<file path="src/assert_macros.svh">
// Assertion macros shared by the compensation block's RTL files.
// No dependencies; the bodies are empty when SYNTHESIS is defined.
`ifndef ASSERT_MACROS_SVH
`define ASSERT_MACROS_SVH
`ifndef SYNTHESIS
`define ASSERT_PROP(lbl, clk, rst, prop) \
   lbl: assert property (@(posedge clk) disable iff (rst) (prop)) \
      else $error("assertion failed");
`define ASSERT_NEVER(lbl, clk, rst, expr) \
   `ASSERT_PROP(lbl, clk, rst, !(expr))
`else
`define ASSERT_PROP(lbl, clk, rst, prop)
`define ASSERT_NEVER(lbl, clk, rst, expr)
`endif
`endif

</file>
<file path="src/bpc_pkg.sv">
// Types, constants and helpers of the barometric pressure compensation block.
// No dependencies.
package bpc_pkg;

   localparam int QueueDepthDefault = 2;

   localparam logic [2:0] CsrAc1 = 3'd0;
   localparam logic [2:0] CsrAc2 = 3'd1;
   localparam logic [2:0] CsrAc3 = 3'd2;
   localparam logic [2:0] CsrAc4 = 3'd3;
   localparam logic [2:0] CsrB1  = 3'd4;
   localparam logic [2:0] CsrB2  = 3'd5;
   localparam logic [2:0] CsrTmp = 3'd6;
   localparam logic [2:0] CsrOss = 3'd7;

   localparam logic [31:0] B6Offset   = 32'd4000;
   localparam logic [31:0] B4Offset   = 32'd32768;
   localparam logic [15:0] PresScale  = 16'd50000;
   localparam logic [31:0] PCoefSq    = 32'd3038;
   localparam logic [31:0] PCoefLin   = 32'hFFFF_E343;
   localparam logic [31:0] PCoefConst = 32'd3791;

   typedef struct packed {
      logic [15:0] raw_temperature;
      logic [18:0] raw_pressure;
   } req_type;

   typedef struct packed {
      logic signed [31:0] pressure_pa;
      logic signed [15:0] temperature_tenths;
      logic               divide_fault;
   } rsp_type;

   typedef struct packed {
      logic [15:0] ac1;
      logic [15:0] ac2;
      logic [15:0] ac3;
      logic [15:0] ac4;
      logic [15:0] b1;
      logic [15:0] b2;
      logic [15:0] ac5;
      logic [15:0] ac6;
      logic [15:0] mc;
      logic [15:0] md;
      logic [1:0]  oss;
   } cfg_type;

   function automatic logic [31:0] sext16(input logic [15:0] v);
      return {{16{v[15]}}, v};
   endfunction

endpackage

</file>
<file path="src/bpc_front.sv">
// Front end: request queue that decouples acceptance from the datapath.
// Depends on bpc_pkg and assert_macros.svh.
`include "assert_macros.svh"
module bpc_front #(
   parameter int Depth = 2
) (
   input  logic             clock,
   input  logic             reset,
   input  logic             req_valid,
   output logic             req_stall,
   input  bpc_pkg::req_type req_data,
   input  logic             pop,
   output logic             q_valid,
   output bpc_pkg::req_type q_data
);
   import bpc_pkg::*;

   localparam int PtrW = $clog2(Depth);
   localparam int CntW = $clog2(Depth + 1);

   req_type           mem_ff [Depth];
   logic [PtrW-1:0]   wr_ptr_ff, wr_ptr_in, rd_ptr_ff, rd_ptr_in;
   logic [CntW-1:0]   count_ff, count_in;
   logic              push, pop_do;

   assign req_stall = (count_ff == CntW'(Depth));
   assign q_valid   = (count_ff != '0);
   assign q_data    = mem_ff[rd_ptr_ff];
   assign push      = req_valid && !req_stall;
   assign pop_do    = pop && q_valid;

   always_comb begin
      wr_ptr_in = wr_ptr_ff;
      rd_ptr_in = rd_ptr_ff;
      if (push) begin
         wr_ptr_in = (wr_ptr_ff == PtrW'(Depth - 1)) ? '0 : wr_ptr_ff + 1'b1;
      end
      if (pop_do) begin
         rd_ptr_in = (rd_ptr_ff == PtrW'(Depth - 1)) ? '0 : rd_ptr_ff + 1'b1;
      end
      count_in = count_ff + CntW'(push) - CntW'(pop_do);
   end

   always_ff @(posedge clock) begin
      if (reset) begin
         wr_ptr_ff <= '0;
         rd_ptr_ff <= '0;
         count_ff  <= '0;
      end else begin
         wr_ptr_ff <= wr_ptr_in;
         rd_ptr_ff <= rd_ptr_in;
         count_ff  <= count_in;
      end
   end

   always_ff @(posedge clock) begin
      if (push) begin
         mem_ff[wr_ptr_ff] <= req_data;
      end
   end

   `ASSERT_PROP(a_count_bound, clock, reset, count_ff <= CntW'(Depth))
   `ASSERT_PROP(a_count_step, clock, reset, !reset |=> count_ff == $past(count_ff) + CntW'($past(push)) - CntW'($past(pop_do)))
   `ASSERT_PROP(a_head_holds, clock, reset, (!reset && q_valid && !pop) |=> q_data == $past(q_data))

endmodule

</file>
<file path="config.mk">
export PLATFORM = sky130hd
export DESIGN_NAME = bpc_front
export DESIGN_NICKNAME = d
export VERILOG_FILES = /design/src/bpc_pkg.sv /design/src/bpc_front.sv
export VERILOG_INCLUDE_DIRS = /design/src /design/src/src
export SDC_FILE = /design/constraint.sdc
export NUM_CORES = 1
export LEC_CHECK = 0
export BUFFER_PORTS_ARGS = -buffer_cell sky130_fd_sc_hd__buf_2
export CELL_PAD_IN_SITES_DETAIL_PLACEMENT = 0
export CELL_PAD_IN_SITES_GLOBAL_PLACEMENT = 2
export CORE_ASPECT_RATIO = 0.5
export CORE_UTILIZATION = 42
export CTS_BUF_LIST = sky130_fd_sc_hd__clkbuf_8
export CTS_CLUSTER_DIAMETER = 120
export CTS_CLUSTER_SIZE = 25
export DETAILED_ROUTE_END_ITERATION = 8
export PLACE_DENSITY_LB_ADDON = 0.05
export SLEW_MARGIN = 20
export SYNTH_ARGS = -nofsm -noshare
export SYNTH_HDL_FRONTEND = slang
export SYNTH_SLANG_ARGS = --single-unit
</file>
<file path="constraint.sdc">
create_clock -name clock -period 5.25 [get_ports clock]
set_clock_uncertainty 0.1 [all_clocks]
set_input_delay 1.05 -clock clock [delete_from_list [all_inputs] [get_ports clock]]
set_output_delay 1.05 -clock clock [all_outputs]
set_load 0.01 [all_outputs]
</file>
; Word level (Yosys, flattened, before mapping)
; Memory sizes are Yosys's and may differ from the RTL's. A register that Yosys moved wholly into a read port is not among the register bits.
; Cells that the tools add are included.
[totals]
output_inout_bits = 37
input_bits = 39
n_memories = 1
ram_bits = 70
reg_bits = 4
elab_cells = 19
[memory_table]
columns = memory, depth, width, read_ports, rd_ports_with_merged_regs, write_ports, line_no
row1 = mem_ff, 2, 35, 1, 1, 1, bpc_front.sv:21  ; req_type mem_ff [Depth];
[classes]
addsub = 4
n_mux = 6
n_reduce_logical = 4
eq_ne = 1
[ops]
columns = operator, count
row1 = 1-bit 2-to-1 mux, 6
row2 = 1-bit adder (second input constant), 2
row3 = 2-bit by 1-bit adder with 2-bit output, 1
row4 = 2-bit == test (second input constant), 1
row5 = 1-bit logical AND, 2
row6 = 2-bit nonzero test, 1
row7 = 2-bit by 1-bit subtractor with 2-bit output, 1
row8 = 1-bit logical NOT, 1

; Depth between registers and ports, before layout
[depth]
depth_word = 5
depth_mapped = 8
mapped_depth_nobuf = 8

; Least setup slack after synthesis
; Ideal clock, no wire load.
[synth_path]
path_kind = input-to-reg
startpoint = in req_valid
endpoint = mem mem_ff[0][0] in the netlist's numbering (enable)
path_stages = 3
arrival_time_ns = 2.137
n_path_buf = 0
path_slack_ns = 2.623
required_ns = 4.760
setup_ns = 0.390
path_cell_list = inv_1 > or3_1 > inv_1
[synth_via]
elab_chain_cells = 3
[synth_rtl]
columns = element, line_no
row1 = from (decl), bpc_front.sv:9  ; input logic req_valid,
row2 = 1-bit logical AND, bpc_front.sv:29  ; assign push = req_valid && !req_stall;
row3 = 1-bit 2-to-1 mux, bpc_front.sv:57  ; if (push) begin
row4 = 1-bit 2-to-1 mux (implied by the code), bpc_front.sv:58  ; mem_ff[wr_ptr_ff] <= req_data;
row5 = to (decl), bpc_front.sv:21
; No other way between the ends.

==> out/qor.csv <==
stage;metric;value;unit
logic_synthesis;postSynthCellCount;136;
logic_synthesis;syn_area;0.00276;sq mm
logic_synthesis;synth-edff-count;70;
cells_and_area;drive_gt1_share;58.5;%
timing;final-hold-violation-count;0;
critical_path;critPathLaunchType;register;
critical_path;crit_required;4.10;ns
logic_synthesis;synth_warnings;0;
floorplan;coreArea;0.00621;sq mm
timing;setup_tns;0;ns
logic_synthesis;synth_ff_type;edfxtp_1;
timing;finalSetupViolCount;0;
timing;min_period;2.97;ns
cts;cts_buffer_depth;2;
timing;slew_violations;0;
global_routing;grt_pass1_wl;6560;um
cells_and_area;fin_area;0.00347;sq mm
floorplan;start_util;44.5;%
route;wirelength;4370;um
placed_design;dp.cells;296;
flow_run;max-cap-violations;0;
route;viasPerCell;4.57;
cts;post_cts_buffers;0;
global_routing;grt_max_degree;36;
logic_synthesis;synth_area_leaders;edfxtp_1 76%, mux2_2 14%, dfxtp_1 3.6%;
global_routing;grt_antenna_before_repair;0;
cells_and_area;num_antenna_cells;0;
cells_and_area;num-fill-cells;541;
cts;cts_tree;built;
cells_and_area;fin_nets;260;
floorplan;rows;20;
floorplan;ios;76;
floorplan;die-area;0.00692;sq mm
timing;max_slew_margin;42.2;%
global_routing;grt-ovfl-total;0;
logic_synthesis;synth_nets;177;
cells_and_area;syn2layout_area_growth;25.7;%
route;dr_wl_met2;1990;um
logic_synthesis;async_flop_share;0;%
power;cellPowerDensity;502;mW/mm^2
placed_design;dpl_cell_area;0.00323;sq mm
floorplan;die-height;59.3;um
cts;cts_sinks;75;
logic_synthesis;synth.distinct_cells;22;
cts;root_buffer;clkbuf_8;
logic_synthesis;avgSynthCellArea;20.3;sq um
critical_path;cp-end-kind;primary output;
cells_and_area;final_cells;312;
status;status;finished, final reports clean;
critical_path;critPathKind;reg2out;
cts;ctsHoldBuffers;0;
route;wl_met1;2000;um
route;drt.antenna.violating_nets;0;
global_routing;first_global_vias;1380;
floorplan;die_w;117;um
route;drc;0;
timing;max_freq;337;MHz
placed_design;portBuffers;75;
route;dr_wl_met3;305;um
route;drtIter0Drc;69;
timing;worst_pin_slew;0.866;ns
route;wire_per_inst;14.0;um
logic_synthesis;synth_top_area_share;76.2;%
power;ir_drop;0.325;mV
power;cellLeakagePower;1.34;nW
worst_hold_path;hp-class;reg2reg;
logic_synthesis;ys_seq_area_share;79.8;%
cts;cts.htree.levels;3;
timing;fin_crit_sh;56.5;%
logic_synthesis;synth_common_cells;70 x edfxtp_1, 35 x mux2_2, 5 x dfxtp_1;
route;top_layer;met4;
route;num_vias;1427;
cts;worst_skew_pair.late_latency;0.33;ns
critical_path;crit_fanout;35;
logic_synthesis;synth_area_leader_cell;edfxtp_1;
logic_synthesis;synth_seq_cells;75;
cts;cts-resized-gates;0;
logic_synthesis;synth_most_common_cell;edfxtp_1;
global_routing;track_usage;13.9;%
cts;clk_pin_slew;0.07;ns
route;drtPass1Iterations;4;
critical_path;cp.arrival;1.82;ns
timing;rsz0062_at_grt;no;
placed_design;dp_hpwl;2750;um
cts;cts_buffers;9;
placed_design;gp_congestion;0.638;
## sequential cells by signal, summed over array words and instances (netlist names), named ones only
name	flops
count_ff	2
wr_ptr_ff	1
mem_ff	70
rd_ptr_ff	1
## report_power, final
part,internal (W),switching (W),leakage [nW],total [W]
combinational,0.000205,0.000188,0.514,0.000393
sequential,0.000764,0.0000654,0.695,0.000830
clock,0.000325,0.000194,0.127,0.000519
## cell families after synthesis
logic type | count (synthesis) | share of synthesized area [%]
buffers and inverters | 8 | 1.54
xor gates and xnor gates | 2 | 0.635
and+or+nand+nor | 11 | 2.22
muxes | 35 | 14.3
AOI/OAI and AO/OA | 3 | 0.634
DFF | 75 | 79.8
adders and majority gates | 2 | 0.906
## through the flow
step | hold WS [ns] | setup slack (ns) | power [W] | util [%]
after detailed placement | 0.378 | 2.25 | 0.00124 | 52.0
final | 0.400 | 2.28 | 0.00174 | 55.9
after CTS | 0.393 | 2.23 | 0.00177 | 55.9
after global placement | 0.372 | 2.27 | 0.00124 | 52.0
after floorplan | 0.351 | 2.62 | 0.00109 | -
after global routing | 0.445 | 2.14 | 0.00183 | 55.9
## worst paths after layout
path	from	end	slack, ns	cells past startpoint
setup / recovery	register	q_data[7]	2.28	2
hold reg to reg	wr_ptr_ff	wr_ptr_ff	0.40	2
setup reg to reg	count_ff[0]	mem_ff[0][33]	2.96	5
hold / removal	wr_ptr_ff	wr_ptr_ff	0.40	2
## layout make-up
cell class	instances	area, sq um	share of cell area, %
clock inverter	6	104	2.99
tap	88	110	3.17
multi-input combinational	53	515	14.9
timing repair buffer	76	383	11.0
sequential	75	2200	63.5
clock buffer	10	138	3.97
inverter	4	15.0	0.433
## layout by cell type, fill, tap and decap left out, types with 2 or more instances in the layout
cell	n
clkbuf_8	10
ha_1	2
buf_2	75
clkinv_2	2
bufinv_16	3
mux2_2	35
edfxtp_1	70
nor2_1	3
dfxtp_1	4
inv_1	4
## critical path: stages (launching register included)
cell and delay, ns:
dfxtp_2 0.90, mux2_2 0.43, buf_2 0.14
## routing by layer
layer	up-vias	GRT usage, %
li1	685	-
met1	688	16.0
met2	46	21.8
met3	8	7.46
met4	0	6.51
met5	-	0
Power figures use the tool's default switching activity.
